<file path="src/rtl/dbrc_pkg.sv">
package dbrc_pkg;

    // frame geometry
    localparam int CHANNEL_COUNT = 8;
    localparam int FRAME_LEN     = 6 + 2 * CHANNEL_COUNT;
    localparam int IDX_W         = $clog2(FRAME_LEN);

    localparam logic [IDX_W-1:0] IDX_SYNC0  = IDX_W'(0);
    localparam logic [IDX_W-1:0] IDX_SYNC1  = IDX_W'(1);
    localparam logic [IDX_W-1:0] IDX_SYNC2  = IDX_W'(2);
    localparam logic [IDX_W-1:0] IDX_SIZE   = IDX_W'(3);
    localparam logic [IDX_W-1:0] IDX_CMD    = IDX_W'(4);
    localparam logic [IDX_W-1:0] IDX_CH0    = IDX_W'(5);
    localparam logic [IDX_W-1:0] IDX_LAST   = IDX_W'(FRAME_LEN - 1);

    localparam int CH_PITCH    = 1;
    localparam int CH_THROTTLE = 3;

    localparam logic [7:0] SYNC0_BYTE = 8'h24;  // '$'
    localparam logic [7:0] SYNC1_BYTE = 8'h4D;  // 'M'
    localparam logic [7:0] SYNC2_BYTE = 8'h3C;  // '<'
    localparam logic [7:0] SIZE_BYTE  = 8'(2 * CHANNEL_COUNT);
    localparam logic [7:0] CMD_SET_RAW_RC = 8'd200;

    // payload widths
    localparam int ECHO_W = 16;
    localparam int BYTE_W = 8;
    localparam int CFG_IDX_W  = 3;
    localparam int CFG_DATA_W = 16;

    // register indexes
    localparam logic [CFG_IDX_W-1:0] REG_ALPHA   = 3'd0;
    localparam logic [CFG_IDX_W-1:0] REG_TRIGGER = 3'd1;
    localparam logic [CFG_IDX_W-1:0] REG_HARD    = 3'd2;
    localparam logic [CFG_IDX_W-1:0] REG_PLOW    = 3'd3;
    localparam logic [CFG_IDX_W-1:0] REG_PHIGH   = 3'd4;
    localparam logic [CFG_IDX_W-1:0] REG_THROTTLE = 3'd5;

    // register reset values
    localparam logic [15:0] ALPHA_RST    = 16'd22938;
    localparam logic [9:0]  TRIGGER_RST  = 10'd10;
    localparam logic [9:0]  HARD_RST     = 10'd30;
    localparam logic [10:0] PLOW_RST     = 11'd1550;
    localparam logic [10:0] PHIGH_RST    = 11'd1800;
    localparam logic [10:0] THROTTLE_RST = 11'd1050;

    // RC and distance constants
    localparam logic [10:0] RC_LOW  = 11'd1000;
    localparam logic [10:0] RC_MID  = 11'd1500;
    localparam logic [10:0] RC_HIGH = 11'd2000;
    localparam logic [15:0] DIST_LIMIT = 16'd38400;
    localparam logic [15:0] DIST_RESET = 16'd25600;
    // ticks*64/116 == (ticks*16)/29 == (ticks*578525) >> 20, exact for 16-bit ticks
    localparam logic [35:0] TICK_RECIP = 36'd578525;
    localparam logic [35:0] ROUND_HALF = 36'd32768;

    // serial unit step counts
    localparam int CNT_W     = 5;
    localparam int MUL_STEPS = 17;
    localparam int DIV_STEPS = 27;
    localparam logic [CNT_W-1:0] MUL_LAST = CNT_W'(MUL_STEPS - 1);
    localparam logic [CNT_W-1:0] DIV_LAST = CNT_W'(DIV_STEPS - 1);

    typedef enum logic [3:0] {
        S_IDLE,
        S_DIST,
        S_MUL_A,
        S_MUL_B,
        S_PITCH,
        S_RAMP,
        S_MUL_P,
        S_ROUND,
        S_DIV_P,
        S_APPLY,
        S_SEND
    } state_t;

    function automatic logic [10:0] clamp_rc(input logic [11:0] v);
        logic [10:0] r;
        if (v < 12'(RC_LOW))
            r = RC_LOW;
        else if (v > 12'(RC_HIGH))
            r = RC_HIGH;
        else
            r = v[10:0];
        return r;
    endfunction

endpackage

</file>
<file path="src/rtl/dbrc_item_if.sv">
interface dbrc_item_if;
    logic                        valid;
    logic                        ready;
    logic [dbrc_pkg::ECHO_W-1:0] echo_ticks;
    logic                        timed_out;

    modport source (output valid, echo_ticks, timed_out, input ready);
    modport sink   (input valid, echo_ticks, timed_out, output ready);
endinterface

</file>
<file path="src/rtl/dbrc_frame_if.sv">
interface dbrc_frame_if;
    logic                        valid;
    logic                        ready;
    logic [dbrc_pkg::BYTE_W-1:0] frame_byte;
    logic                        last;

    modport source (output valid, frame_byte, last, input ready);
    modport sink   (input valid, frame_byte, last, output ready);
endinterface

</file>
<file path="src/rtl/distance_brake_rc_frame_encoder_core.sv">
// Each echo measurement accepted on item produces one 22-byte SET_RAW_RC frame
// on frame, one byte per transfer, last set on the checksum byte. Multiplies and
// the divide run through one shared 36-bit adder/subtractor: a 17-step reciprocal
// multiply turns ticks into 1/64 cm, two 17-step shift-add multiplies update the
// low-pass filter, and while braking a 17-step multiply plus a 27-step divide give
// the pitch ramp. The next item is taken only once the frame's last byte has been
// loaded and the sequencer is idle again, with the frame bytes leaving one per cycle
// while the sink is ready; the last byte may still wait in the output register while
// the next item is taken. item.ready is high only while the sequencer is idle.
module distance_brake_rc_frame_encoder_core (
    input  logic                                  clk,
    input  logic                                  rst_n,
    dbrc_item_if.sink                             item,
    dbrc_frame_if.source                          frame,
    input  logic                                  cfg_we,
    input  logic [dbrc_pkg::CFG_IDX_W-1:0]        cfg_index,
    input  logic [dbrc_pkg::CFG_DATA_W-1:0]       cfg_wdata
);

    // configuration
    logic [15:0] alpha_reg;
    logic [9:0]  trig_reg;
    logic [9:0]  hard_reg;
    logic [10:0] plow_reg;
    logic [10:0] phigh_reg;
    logic [10:0] thr_reg;

    // control
    dbrc_pkg::state_t state_reg, state_next;
    logic [dbrc_pkg::CNT_W-1:0] cnt_reg, cnt_next;
    logic [dbrc_pkg::IDX_W-1:0] idx_reg, idx_next;
    logic        ovalid_reg, ovalid_next;
    logic [15:0] filt_reg, filt_next;

    // datapath
    logic        upd_ok_reg, upd_ok_next;
    logic [35:0] acc_reg, acc_next;
    logic [15:0] rem_reg, rem_next;
    logic [15:0] dsr_reg, dsr_next;
    logic [16:0] mlt_reg, mlt_next;
    logic [35:0] mcd_reg, mcd_next;
    logic [15:0] num_reg, num_next;
    logic [15:0] den_reg, den_next;
    logic        neg_reg, neg_next;
    logic [10:0] pitch_reg, pitch_next;
    logic [7:0]  csum_reg, csum_next;
    logic [7:0]  obyte_reg, obyte_next;
    logic        olast_reg, olast_next;

    // shared unit
    logic [35:0] add_a, add_b, add_sum;
    logic        add_sub;
    logic        div_mode;
    logic        qbit;
    logic [16:0] div_t;
    logic [15:0] echo_dist;
    logic        dist_upd;
    logic [15:0] trig64;
    logic [10:0] span;
    logic [9:0]  span_c;
    logic [11:0] diff;
    logic [10:0] diff_mag;
    logic [11:0] ramp_val;
    logic        load;
    logic [7:0]  cur_byte;
    logic [dbrc_pkg::IDX_W-1:0] ch_off;
    logic [10:0] ch_val;

    assign item.ready       = (state_reg == dbrc_pkg::S_IDLE);
    assign frame.valid      = ovalid_reg;
    assign frame.frame_byte = obyte_reg;
    assign frame.last       = olast_reg;

    // shared adder/subtractor and decision terms
    always_comb
    begin
        div_mode = (state_reg == dbrc_pkg::S_DIV_P);
        div_t    = {rem_reg, acc_reg[26]};
        if (div_mode)
        begin
            add_a   = 36'(div_t);
            add_b   = 36'(dsr_reg);
            add_sub = 1'b1;
        end
        else if (state_reg == dbrc_pkg::S_ROUND)
        begin
            add_a   = acc_reg;
            add_b   = neg_reg ? 36'(den_reg - 16'd1) : '0;
            add_sub = 1'b0;
        end
        else
        begin
            add_a   = acc_reg;
            add_b   = mlt_reg[0] ? mcd_reg : '0;
            add_sub = 1'b0;
        end
        add_sum  = add_a + (add_sub ? ~add_b : add_b) + 36'(add_sub);
        qbit     = ~add_sum[35];   // no borrow: partial remainder >= divisor
        // reciprocal product scaled by 2^20 gives floor(ticks*16/29)
        echo_dist = add_sum[35:20];
        dist_upd = upd_ok_reg && (echo_dist < dbrc_pkg::DIST_LIMIT);

        trig64   = {trig_reg, 6'b0};
        span     = {1'b0, trig_reg} - {1'b0, hard_reg};
        span_c   = (span[10] || span == 11'd0) ? 10'd1 : span[9:0];
        diff     = {1'b0, phigh_reg} - {1'b0, plow_reg};
        diff_mag = diff[11] ? 11'(-diff) : diff[10:0];
        ramp_val = neg_reg ? ({1'b0, plow_reg} - {1'b0, acc_reg[10:0]})
                           : ({1'b0, plow_reg} + {1'b0, acc_reg[10:0]});

        load     = !ovalid_reg || frame.ready;

        ch_off   = idx_reg - dbrc_pkg::IDX_CH0;
        if (ch_off[dbrc_pkg::IDX_W-1:1] == (dbrc_pkg::IDX_W-1)'(dbrc_pkg::CH_PITCH))
            ch_val = pitch_reg;
        else if (ch_off[dbrc_pkg::IDX_W-1:1] == (dbrc_pkg::IDX_W-1)'(dbrc_pkg::CH_THROTTLE))
            ch_val = thr_reg;
        else
            ch_val = dbrc_pkg::RC_MID;

        priority if (idx_reg == dbrc_pkg::IDX_SYNC0)
            cur_byte = dbrc_pkg::SYNC0_BYTE;
        else if (idx_reg == dbrc_pkg::IDX_SYNC1)
            cur_byte = dbrc_pkg::SYNC1_BYTE;
        else if (idx_reg == dbrc_pkg::IDX_SYNC2)
            cur_byte = dbrc_pkg::SYNC2_BYTE;
        else if (idx_reg == dbrc_pkg::IDX_SIZE)
            cur_byte = dbrc_pkg::SIZE_BYTE;
        else if (idx_reg == dbrc_pkg::IDX_CMD)
            cur_byte = dbrc_pkg::CMD_SET_RAW_RC;
        else if (idx_reg == dbrc_pkg::IDX_LAST)
            cur_byte = csum_reg;
        else
            cur_byte = ch_off[0] ? {5'b0, ch_val[10:8]} : ch_val[7:0];
    end

    // next state
    always_comb
    begin
        state_next = state_reg;
        unique case (state_reg)
            dbrc_pkg::S_IDLE:
                if (item.valid)
                    state_next = dbrc_pkg::S_DIST;
            dbrc_pkg::S_DIST:
                if (cnt_reg == dbrc_pkg::MUL_LAST)
                    state_next = dist_upd ? dbrc_pkg::S_MUL_A : dbrc_pkg::S_PITCH;
            dbrc_pkg::S_MUL_A:
                if (cnt_reg == dbrc_pkg::MUL_LAST)
                    state_next = dbrc_pkg::S_MUL_B;
            dbrc_pkg::S_MUL_B:
                if (cnt_reg == dbrc_pkg::MUL_LAST)
                    state_next = dbrc_pkg::S_PITCH;
            dbrc_pkg::S_PITCH:
                state_next = (filt_reg >= trig64) ? dbrc_pkg::S_SEND : dbrc_pkg::S_RAMP;
            dbrc_pkg::S_RAMP:
                state_next = (num_reg >= den_reg) ? dbrc_pkg::S_SEND : dbrc_pkg::S_MUL_P;
            dbrc_pkg::S_MUL_P:
                if (cnt_reg == dbrc_pkg::MUL_LAST)
                    state_next = dbrc_pkg::S_ROUND;
            dbrc_pkg::S_ROUND:
                state_next = dbrc_pkg::S_DIV_P;
            dbrc_pkg::S_DIV_P:
                if (cnt_reg == dbrc_pkg::DIV_LAST)
                    state_next = dbrc_pkg::S_APPLY;
            dbrc_pkg::S_APPLY:
                state_next = dbrc_pkg::S_SEND;
            dbrc_pkg::S_SEND:
                if (load && idx_reg == dbrc_pkg::IDX_LAST)
                    state_next = dbrc_pkg::S_IDLE;
            default:
                state_next = dbrc_pkg::S_IDLE;
        endcase
    end

    // datapath and output register control
    always_comb
    begin
        cnt_next    = cnt_reg + dbrc_pkg::CNT_W'(1);
        idx_next    = idx_reg;
        filt_next   = filt_reg;
        upd_ok_next = upd_ok_reg;
        acc_next    = acc_reg;
        rem_next    = rem_reg;
        dsr_next    = dsr_reg;
        mlt_next    = mlt_reg >> 1;
        mcd_next    = mcd_reg << 1;
        num_next    = num_reg;
        den_next    = den_reg;
        neg_next    = neg_reg;
        pitch_next  = pitch_reg;
        csum_next   = csum_reg;
        obyte_next  = obyte_reg;
        olast_next  = olast_reg;
        ovalid_next = ovalid_reg && !frame.ready;

        unique case (state_reg)
            dbrc_pkg::S_IDLE:
            begin
                cnt_next    = '0;
                upd_ok_next = !item.timed_out && (item.echo_ticks != '0);
                acc_next    = '0;
                mlt_next    = 17'(item.echo_ticks);
                mcd_next    = dbrc_pkg::TICK_RECIP;
            end
            dbrc_pkg::S_DIST:
            begin
                acc_next = add_sum;
                if (cnt_reg == dbrc_pkg::MUL_LAST)
                begin
                    cnt_next = '0;
                    acc_next = dbrc_pkg::ROUND_HALF;
                    mlt_next = 17'(alpha_reg);
                    mcd_next = 36'(echo_dist);
                end
            end
            dbrc_pkg::S_DIV_P:
            begin
                rem_next = qbit ? add_sum[15:0] : div_t[15:0];
                acc_next = {9'b0, acc_reg[25:0], qbit};
            end
            dbrc_pkg::S_MUL_A:
            begin
                acc_next = add_sum;
                if (cnt_reg == dbrc_pkg::MUL_LAST)
                begin
                    cnt_next = '0;
                    mlt_next = 17'h10000 - 17'(alpha_reg);
                    mcd_next = 36'(filt_reg);
                end
            end
            dbrc_pkg::S_MUL_B:
            begin
                acc_next = add_sum;
                if (cnt_reg == dbrc_pkg::MUL_LAST)
                    filt_next = add_sum[31:16];
            end
            dbrc_pkg::S_PITCH:
            begin
                pitch_next = dbrc_pkg::RC_MID;
                num_next   = trig64 - filt_reg;
                den_next   = {span_c, 6'b0};
                neg_next   = diff[11];
                idx_next   = '0;
                csum_next  = '0;
            end
            dbrc_pkg::S_RAMP:
            begin
                pitch_next = dbrc_pkg::clamp_rc({1'b0, phigh_reg});
                cnt_next   = '0;
                acc_next   = '0;
                mlt_next   = 17'(diff_mag);
                mcd_next   = 36'(num_reg);
            end
            dbrc_pkg::S_MUL_P:
                acc_next = add_sum;
            dbrc_pkg::S_ROUND:
            begin
                // ceiling for a downward ramp
                acc_next = add_sum;
                rem_next = '0;
                dsr_next = den_reg;
                cnt_next = '0;
            end
            dbrc_pkg::S_APPLY:
                pitch_next = dbrc_pkg::clamp_rc(ramp_val);
            dbrc_pkg::S_SEND:
            begin
                if (load)
                begin
                    obyte_next  = cur_byte;
                    olast_next  = (idx_reg == dbrc_pkg::IDX_LAST);
                    ovalid_next = 1'b1;
                    if (idx_reg >= dbrc_pkg::IDX_SIZE && idx_reg != dbrc_pkg::IDX_LAST)
                        csum_next = csum_reg ^ cur_byte;
                    idx_next = (idx_reg == dbrc_pkg::IDX_LAST) ? '0
                                                                : idx_reg + dbrc_pkg::IDX_W'(1);
                end
            end
            default:
                cnt_next = '0;
        endcase
    end

    always_ff @(posedge clk or negedge rst_n)
    begin
        if (!rst_n)
        begin
            state_reg  <= dbrc_pkg::S_IDLE;
            cnt_reg    <= '0;
            idx_reg    <= '0;
            ovalid_reg <= 1'b0;
            filt_reg   <= dbrc_pkg::DIST_RESET;
            alpha_reg  <= dbrc_pkg::ALPHA_RST;
            trig_reg   <= dbrc_pkg::TRIGGER_RST;
            hard_reg   <= dbrc_pkg::HARD_RST;
            plow_reg   <= dbrc_pkg::PLOW_RST;
            phigh_reg  <= dbrc_pkg::PHIGH_RST;
            thr_reg    <= dbrc_pkg::THROTTLE_RST;
        end
        else
        begin
            state_reg  <= state_next;
            cnt_reg    <= cnt_next;
            idx_reg    <= idx_next;
            ovalid_reg <= ovalid_next;
            filt_reg   <= filt_next;
            if (cfg_we)
            begin
                case (cfg_index)
                    dbrc_pkg::REG_ALPHA:    alpha_reg <= cfg_wdata;
                    dbrc_pkg::REG_TRIGGER:  trig_reg  <= cfg_wdata[9:0];
                    dbrc_pkg::REG_HARD:     hard_reg  <= cfg_wdata[9:0];
                    dbrc_pkg::REG_PLOW:     plow_reg  <= cfg_wdata[10:0];
                    dbrc_pkg::REG_PHIGH:    phigh_reg <= cfg_wdata[10:0];
                    dbrc_pkg::REG_THROTTLE: thr_reg   <= cfg_wdata[10:0];
                    default:                ;
                endcase
            end
        end
    end

    always_ff @(posedge clk)
    begin
        upd_ok_reg <= upd_ok_next;
        acc_reg    <= acc_next;
        rem_reg    <= rem_next;
        dsr_reg    <= dsr_next;
        mlt_reg    <= mlt_next;
        mcd_reg    <= mcd_next;
        num_reg    <= num_next;
        den_reg    <= den_next;
        neg_reg    <= neg_next;
        pitch_reg  <= pitch_next;
        csum_reg   <= csum_next;
        obyte_reg  <= obyte_next;
        olast_reg  <= olast_next;
    end

`ifndef SYNTH
    // filter only moves at the end of the second multiply
    a_filt_update: assert property (@(posedge clk) disable iff (!rst_n)
        (filt_reg != $past(filt_reg)) |-> ($past(state_reg) == dbrc_pkg::S_MUL_B))
        else $error("filtered distance changed outside the filter update");

    // byte counter wraps back to zero before the sequencer goes idle
    a_idx_idle: assert property (@(posedge clk) disable iff (!rst_n)
        (state_reg == dbrc_pkg::S_IDLE) |-> (idx_reg == '0))
        else $error("frame byte index not cleared at idle");

    // restoring divide keeps its partial remainder below the divisor
    a_rem_bound: assert property (@(posedge clk) disable iff (!rst_n)
        (state_reg == dbrc_pkg::S_DIV_P) |-> (rem_reg < dsr_reg))
        else $error("divider remainder out of range");

    // a frame's last byte is loaded only as the sequencer returns to idle
    a_last_idle: assert property (@(posedge clk) disable iff (!rst_n)
        ($rose(frame.valid && frame.last) && $past(state_reg) == dbrc_pkg::S_SEND)
        |-> (state_reg == dbrc_pkg::S_IDLE))
        else $error("last byte issued mid-frame");
`endif

endmodule
</file>
<file path="src/flat_wrapper.sv">
// flat-port wrapper written by rule: the top's interface ports become plain ports
module distance_brake_rc_frame_encoder_core_flat 
  (clk, rst_n, cfg_we, cfg_index, cfg_wdata, item_valid, item_echo_ticks, item_timed_out, item_ready, frame_valid, frame_frame_byte, frame_last, frame_ready);
  dbrc_item_if item_i ();
  dbrc_frame_if frame_i ();
  input  logic clk;
  input  logic rst_n;
  input  logic cfg_we;
  input  logic [dbrc_pkg::CFG_IDX_W-1:0] cfg_index;
  input  logic [dbrc_pkg::CFG_DATA_W-1:0] cfg_wdata;
  input wire logic [$bits(item_i.valid)-1:0] item_valid;
  input wire logic [$bits(item_i.echo_ticks)-1:0] item_echo_ticks;
  input wire logic [$bits(item_i.timed_out)-1:0] item_timed_out;
  output wire logic [$bits(item_i.ready)-1:0] item_ready;
  output wire logic [$bits(frame_i.valid)-1:0] frame_valid;
  output wire logic [$bits(frame_i.frame_byte)-1:0] frame_frame_byte;
  output wire logic [$bits(frame_i.last)-1:0] frame_last;
  input wire logic [$bits(frame_i.ready)-1:0] frame_ready;
  assign item_i.valid = item_valid;
  assign item_i.echo_ticks = item_echo_ticks;
  assign item_i.timed_out = item_timed_out;
  assign item_ready = item_i.ready;
  assign frame_valid = frame_i.valid;
  assign frame_frame_byte = frame_i.frame_byte;
  assign frame_last = frame_i.last;
  assign frame_i.ready = frame_ready;
  distance_brake_rc_frame_encoder_core u_core (.clk(clk), .rst_n(rst_n), .item(item_i), .frame(frame_i), .cfg_we(cfg_we), .cfg_index(cfg_index), .cfg_wdata(cfg_wdata));
endmodule
</file>
<file path="config.mk">
export PLATFORM = sky130hd
export DESIGN_NAME = distance_brake_rc_frame_encoder_core_flat
export DESIGN_NICKNAME = d
export VERILOG_FILES = /design/src/rtl/dbrc_pkg.sv /design/src/rtl/dbrc_item_if.sv /design/src/rtl/dbrc_frame_if.sv /design/src/rtl/distance_brake_rc_frame_encoder_core.sv /design/src/flat_wrapper.sv
export SDC_FILE = /design/constraint.sdc
export NUM_CORES = 1
export LEC_CHECK = 0
export BUFFER_PORTS_ARGS = -buffer_cell sky130_fd_sc_hd__buf_2
export CORE_MARGIN = 8
export CORE_UTILIZATION = 60
export DETAILED_ROUTE_END_ITERATION = 12
export PLACE_DENSITY = 0.79
export SETUP_SLACK_MARGIN = 0.5
export SKIP_LAST_GASP = 1
export SLEW_MARGIN = 20
export SYNTH_ARGS = -nofsm -noshare
export SYNTH_HDL_FRONTEND = slang
export SYNTH_SLANG_ARGS = --single-unit
</file>
<file path="constraint.sdc">
create_clock -name clk -period 5.41 [get_ports clk]
set_input_delay 0.2705 -clock clk [delete_from_list [all_inputs] [get_ports clk]]
set_output_delay 0.2705 -clock clk [all_outputs]
set_load 0.03 [all_outputs]
</file>
== Word level (Yosys, flattened, before mapping) ==
Cells that the tools add are included.
Word-level totals
  input port bits: 41
  register bits after elaboration: 271
  word-level logic and storage cells: 170
  output and inout bits: 11
Operators by class
  muxes and demuxes: 54
  bitwise operators: 3
  magnitude comparators: 8
  equality and inequality tests: 34
  reduce and logical (&&, ||, !) cells: 34
  add/subtract/negate cells: 13
Operators with widths (count)
  $mux 36: 9
  $pmux 36 s4: 2
  $mux 11: 7
  $mux 8: 9
  $pmux 17 s4: 1
  $pmux 4 s11: 1
  $add 36x1->36: 1
  $add 36x36->36: 1
  $mux 4: 9
  $not 36->36: 1
  $pmux 11 s3: 1
  $ge 16x16->1: 2
  $mux 16: 2
  $pmux 16 s2: 1
  $sub 11x11->12: 2
  $pmux 5 s2: 2
  $reduce_and 2->1: 9
  $mux 17: 1
  $sub 16x1->17 const B: 1
  $sub 17x16->17 const A: 1
  $eq 4x3->1 const B: 4
  $lt 16x16->1 const B: 1
  $pmux 8 s2: 1
  $reduce_bool 16->1: 1
  45 further kinds: 76

== Depth between registers and ports, before layout ==
  depth in word-level cells: 15
  gate-level depth with buffers: 21
  gate-level depth less buffers: 17

== Least setup slack after synthesis ==
Ideal clock, no wire load.
  path kind: reg2reg
  start point: register u_core.state_reg[1]
  end point: register u_core.rem_reg[10], data pin
  library setup time: 281 ps
  data required time: 5129 ps
  setup slack: 905 ps
  path buffers: 6
  arrival time: 4224 ps
  period minus slack after synthesis: 4505 ps
  cell stages (with the launch flop): 20
  cells stage by stage: dfrtp_1 -> buf_2 -> and4b_4 -> buf_2 -> and2_1 -> clkbuf_1 -> nand3_1 -> nand2_1 -> clkbuf_1 -> a21o_1 -> ha_1 -> clkbuf_1 -> nand4_1 -> o41a_1 -> or3_4 -> and3_4 -> nor3_4 -> buf_4 -> mux2i_1 -> nor2_1
Between the ends
  word-level cells in the longest chain between the ends: 9
  elaborated cells between the ends (all ways): 12
  those cells by class: add/sub (2); eq/ne (2); mux (7); bitwise (1)
RTL lines
  from (decl): line distance_brake_rc_frame_encoder_core.sv:29  | dbrc_pkg::state_t state_reg, state_next;
  from (signal assigned): line distance_brake_rc_frame_encoder_core.sv:289  | state_reg <= dbrc_pkg::S_IDLE;
  from (signal assigned): line distance_brake_rc_frame_encoder_core.sv:303  | state_reg <= state_next;
  $eq 4x3->1: line distance_brake_rc_frame_encoder_core.sv:85, distance_brake_rc_frame_encoder_core.sv:197
  $mux 36: line distance_brake_rc_frame_encoder_core.sv:85  | else if (state_reg == dbrc_pkg::S_ROUND)
  $mux 36: line distance_brake_rc_frame_encoder_core.sv:79  | if (div_mode)
  $not 36->36: line distance_brake_rc_frame_encoder_core.sv:97  | add_sum = add_a + (add_sub ? ~add_b : add_b) + 36'(add_sub);
  $mux 36: line distance_brake_rc_frame_encoder_core.sv:97
  $add 36x36->36: line distance_brake_rc_frame_encoder_core.sv:97
  $add 36x1->36: line distance_brake_rc_frame_encoder_core.sv:97
  $mux 16: line distance_brake_rc_frame_encoder_core.sv:219  | rem_next = qbit ? add_sum[15:0] : div_t[15:0];
  $pmux 16 s2 *: line distance_brake_rc_frame_encoder_core.sv:197  | unique case (state_reg)
  to (signal assigned): line distance_brake_rc_frame_encoder_core.sv:327  | rem_reg <= rem_next;
  to (decl): line distance_brake_rc_frame_encoder_core.sv:38  | logic [15:0] rem_reg, rem_next;
Mark *: on every way between the ends. The rest lies on a longest branch, timed or not.
A chain may end at the register's enable or synchronous reset.

== Final worst setup path ==
  start point: register u_core.den_reg[10]
  end point: register u_core.rem_reg[0], data pin
Between the ends
  word-level cells in the longest chain between the ends: 10
RTL lines
  from (decl): line distance_brake_rc_frame_encoder_core.sv:43  | logic [15:0] den_reg, den_next;
  from (signal assigned): line distance_brake_rc_frame_encoder_core.sv:332  | den_reg <= den_next;
  $sub 16x1->17 *: line distance_brake_rc_frame_encoder_core.sv:88  | add_b = neg_reg ? 36'(den_reg - 16'd1) : '0;
  $mux 36 *: line distance_brake_rc_frame_encoder_core.sv:88
  $mux 36 *: line distance_brake_rc_frame_encoder_core.sv:85
  $mux 36 *: line distance_brake_rc_frame_encoder_core.sv:79
  $not 36->36: line distance_brake_rc_frame_encoder_core.sv:97
  $mux 36 *: line distance_brake_rc_frame_encoder_core.sv:97
  $add 36x36->36 *: line distance_brake_rc_frame_encoder_core.sv:97
  $add 36x1->36 *: line distance_brake_rc_frame_encoder_core.sv:97
  $mux 16 *: line distance_brake_rc_frame_encoder_core.sv:219
  $pmux 16 s2 *: line distance_brake_rc_frame_encoder_core.sv:197
Marks and branches as above.

==> impl_metrics.env <==
export IMPL_syn_mean_instance_area_um2=9.14
export IMPL_synth_async_sr_flop_share_pct=36.9
export IMPL_core_area_mm2=0.0289
export IMPL_syn_area_mm2=0.0176
export IMPL_synth_fp_nets=2073
export IMPL_path_class="reg2reg"
export IMPL_vias=15526
export IMPL_clock_tree_from_tritoncts="done"
export IMPL_layout_common_cells="202 x sky130_fd_sc_hd__nand2_1, 152 x sky130_fd_sc_hd__nor2_1, 143 x sky130_fd_sc_hd__a21oi_1, 135 x sky130_fd_sc_hd__o21ai_0, 118 x sky130_fd_sc_hd__edfxtp_1"
export IMPL_slowest_stage="sky130_fd_sc_hd__or4_4"
export IMPL_avgRoutedWirePerCell_um=22.5
export IMPL_initial_utilization_pct=61.1
export IMPL_synth_yosys_warnings=0
export IMPL_flow_area_growth_from_synthesis_pct=11.0
export IMPL_htree_levels=1
export IMPL_chipHeight_um=187
export IMPL_final_net_count=2116
export IMPL_antenna_cells=0
export IMPL_end_kind="register"
export IMPL_final_common_cell="sky130_fd_sc_hd__nand2_1"
export IMPL_cts_post_setup_buffers_inserted=0
export IMPL_min_period_ns=4.73
export IMPL_clock_fmax_ghz=0.212
export IMPL_arrival_ns=5.16
export IMPL_dpl_hpwl_mm=39.1
export IMPL_grt_pass1_vias=14669
export IMPL_run_status="complete, no violations"
export IMPL_worst_path_fanout_max=19
export IMPL_maximum_number_of_pins_on_one_net_before_global_route_repair=87
export IMPL_clkSinkCount=271
export IMPL_drt_iter0_drc=1865
export IMPL_synth_seq_cells=271
export IMPL_die_area_mm2=0.0351
export IMPL_hp_start="cfg_wdata[8]"
export IMPL_top_level_ports=52
export IMPL_synth_enable_flop_cells=118
export IMPL_critical_path_required_ns=5.84
export IMPL_final_hold_violation_count=0
export IMPL_dpl_instance_area_mm2=0.0184
export IMPL_final_max_slew_viol_count=0
export IMPL_final_layout_size_suffix_gt1_share_pct=13.4
export IMPL_grt_first_pass_wirelength_mm=83.7
export IMPL_fill_cells=2319
export IMPL_whs_endpoint="u_core.phigh_reg[8]$_DFFE_PN1P_"
export IMPL_ff2ff_path_depth=15
export IMPL_fin_skew_ns=0.0107
export IMPL_clk_path_buf_depth=3
export IMPL_fraction_of_the_yosys_area_taken_by_sequential_cells_pct=40.5
export IMPL_fp_dieW_um=187
export IMPL_post_route_cell_area_mm2=0.0196
export IMPL_timing_max_cap_violations=0
export IMPL_clock_insertion_delay_at_the_later_pin_of_the_skew_report_ns=0.57
export IMPL_post_synth_inst_count=1929
export IMPL_setup_viols_final=0
export IMPL_cells_along_the_critical_path="or4_4, nor4_2, xnor2_1, a221oi_1, a21oi_1, ha_2, nand3_1, or4_1, o211a_1, or3_4, and3_4, nor3_4, buf_6, mux2_1, nor2_1"
export IMPL_clock_tree_root_cell="sky130_fd_sc_hd__clkbuf_16"
export IMPL_r2r_slack_ns=0.68
export IMPL_track_usage_pct=29.5
export IMPL_min_delay_path_depth=3
export IMPL_grt_overflow_total=0
export IMPL_grt_setup_unrepaired="false"
export IMPL_max_stage_delay_ns=0.59
export IMPL_synth_distinct_cells=95
export IMPL_finalCritPeriodShare_pct=87.4
export IMPL_tightestPinTransition_ns=1.18
export IMPL_synth_main_ff_cell="sky130_fd_sc_hd__edfxtp_1"
export IMPL_multi_input_area_mm2=0.00985
export IMPL_routed_wirelength_mm=53.5
export IMPL_timing_rr_start="u_core.den_reg[10]$_SDFFCE_PP0P_"
export IMPL_max_slew_margin_rel_pct=21.0
export IMPL_layout_area_seq_mm2=0.00715
export IMPL_drt_pass1_iter_count=8
export IMPL_worst_setup_hold_path_clk_slew_ns=0.07
export IMPL_setup_tns_ns=0
export IMPL_drc=0
export IMPL_placementRows=62
export IMPL_critPathLaunchType="register"
export IMPL_critical_path_reg2reg_endpoint="u_core.rem_reg[0]$_SDFFCE_PP0P_"
export IMPL_holdCritPathClass="in2reg"
export IMPL_viasPerCell=6.53
export IMPL_grt_antenna_before_repair=0
export IMPL_gpl_final_weighted_congestion=1.02
export IMPL_place_port_buffers=51
export IMPL_postRouteAntennaNets=0
export IMPL_number_of_cts_inserted_buffers=29
==> metrics by stage <==
step	util (%)	std cells	hold WS, ns	worst slack, ns
3_5_place_dp	63.6	2313	0.424	0.548
2_1_floorplan	-	1929	-0.0251	0.905
5_1_grt	67.8	2379	0.0404	0.498
3_3_place_gp	63.6	2313	0.403	0.543
6_report	67.8	2379	0.0312	0.683
4_1_cts	67.6	2379	0.00445	0.521
==> logic make-up (layout without fill, tap and decap cells) <==
| group | Yosys count | after routing | share of synthesized area (%) |
|---|---|---|---|
| xor gates and xnor gates | 98 | 98 | 4.87 |
| buffers and inverters | 193 | 259 | 4.19 |
| AOI/OAI and AO/OA | 570 | 570 | 21.1 |
| muxes | 75 | 75 | 4.73 |
| and+or+nand+nor | 619 | 619 | 17.2 |
| adders and majority gates | 103 | 103 | 7.48 |
| DFF | 271 | 271 | 40.5 |
==> final cells by class <==
| type | instances | share of cell area [%] |
|---|---|---|
| clock buffer | 33 | 4.07 |
| clock inverter | 21 | 1.23 |
| inverter | 108 | 2.07 |
| multi-input combinational | 1465 | 50.3 |
| sequential | 271 | 36.5 |
| tap | 384 | 2.45 |
| timing repair buffer | 97 | 3.34 |
==> metal layers <==
layer  GRT usage [%]  part of all wire [%]  routed length (um)  vias to the layer above
li1                -                     -                   -                     7121
met1            41.3                    43               23000                     7474
met2            43.8                    43               22800                      805
met3            6.86                    10                5530                      126
met4            10.9                   4.1                2180                        0
met5               0                     0                   0                        -
==> synthesized netlist by cell type, drive strengths merged (11+ instances only) <==
| cell | instances | share of area [%] |
|---|---|---|
| dfxtp | 53 | 6.0 |
| a211oi | 21 | 0.95 |
| a21o | 55 | 2.3 |
| a21boi | 11 | 0.47 |
| xor2 | 30 | 1.5 |
| clkbuf | 78 | 1.7 |
| xnor2 | 68 | 3.4 |
| o211ai | 13 | 0.58 |
| edfxtp | 118 | 20 |
| ha | 99 | 7.0 |
| and3 | 11 | 0.42 |
| nor2 | 152 | 3.2 |
| a21oi | 146 | 4.2 |
| o21a | 14 | 0.60 |
| nand2 | 203 | 4.3 |
| mux2i | 18 | 1.1 |
| nand3 | 35 | 0.99 |
| mux2 | 57 | 3.6 |
| dfstp | 30 | 4.5 |
| nor3 | 37 | 1.1 |
| dfrtp | 70 | 9.9 |
| or2 | 11 | 0.39 |
| nor2b | 39 | 1.4 |
| inv | 107 | 2.3 |
| nor4 | 18 | 0.67 |
| a31oi | 18 | 0.64 |
| or3 | 17 | 0.63 |
| a221oi | 23 | 1.1 |
| o21ai | 138 | 3.9 |
| a22o | 23 | 1.1 |
| nand4 | 13 | 0.46 |
| nand2b | 12 | 0.43 |
| o22ai | 15 | 0.53 |
| and2 | 33 | 1.2 |
==> worst max path at each step <==
stage	from	to	slack, ns	cells past startpoint
6_report	u_core.den_reg[10]$_SDFFCE_PP0P_	u_core.rem_reg[0]$_SDFFCE_PP0P_	0.68	15
2_1_floorplan	u_core.state_reg[1]$_DFFE_PN0P_	u_core.rem_reg[10]$_SDFFCE_PP0P_	0.90	19
3_3_place_gp	u_core.state_reg[0]$_DFFE_PN0P_	u_core.mcd_reg[8]$_DFF_P_	0.54	15
5_1_grt	u_core.den_reg[11]$_SDFFCE_PP0P_	u_core.rem_reg[0]$_SDFFCE_PP0P_	0.50	15
4_1_cts	u_core.den_reg[10]$_SDFFCE_PP0P_	u_core.rem_reg[8]$_SDFFCE_PP0P_	0.52	17
3_5_place_dp	u_core.den_reg[10]$_SDFFCE_PP0P_	u_core.rem_reg[0]$_SDFFCE_PP0P_	0.55	17
==> repair_timing <==
item,in CTS,in global routing
gates resized for setup,1,12
gates cloned,0,0
hold endpoints to repair,50,0
hold buffers,12,0
endpoints found under the setup margin,1,38
pin swaps,0,0
==> critical path, delay by kind of cell (launching register included) <==
family / cells / cell delay, ns
mux: 1 / 0.34
buf+inv: 1 / 0.26
compound gates: 3 / 0.68
fa+ha+maj: 1 / 0.43
flops: 1 / 0.44
simple gates: 8 / 2.35
xor+xnor: 1 / 0.10
Power is not shown: default switching activity piles up to over one toggle a cycle in this logic, so the estimate is an artifact.
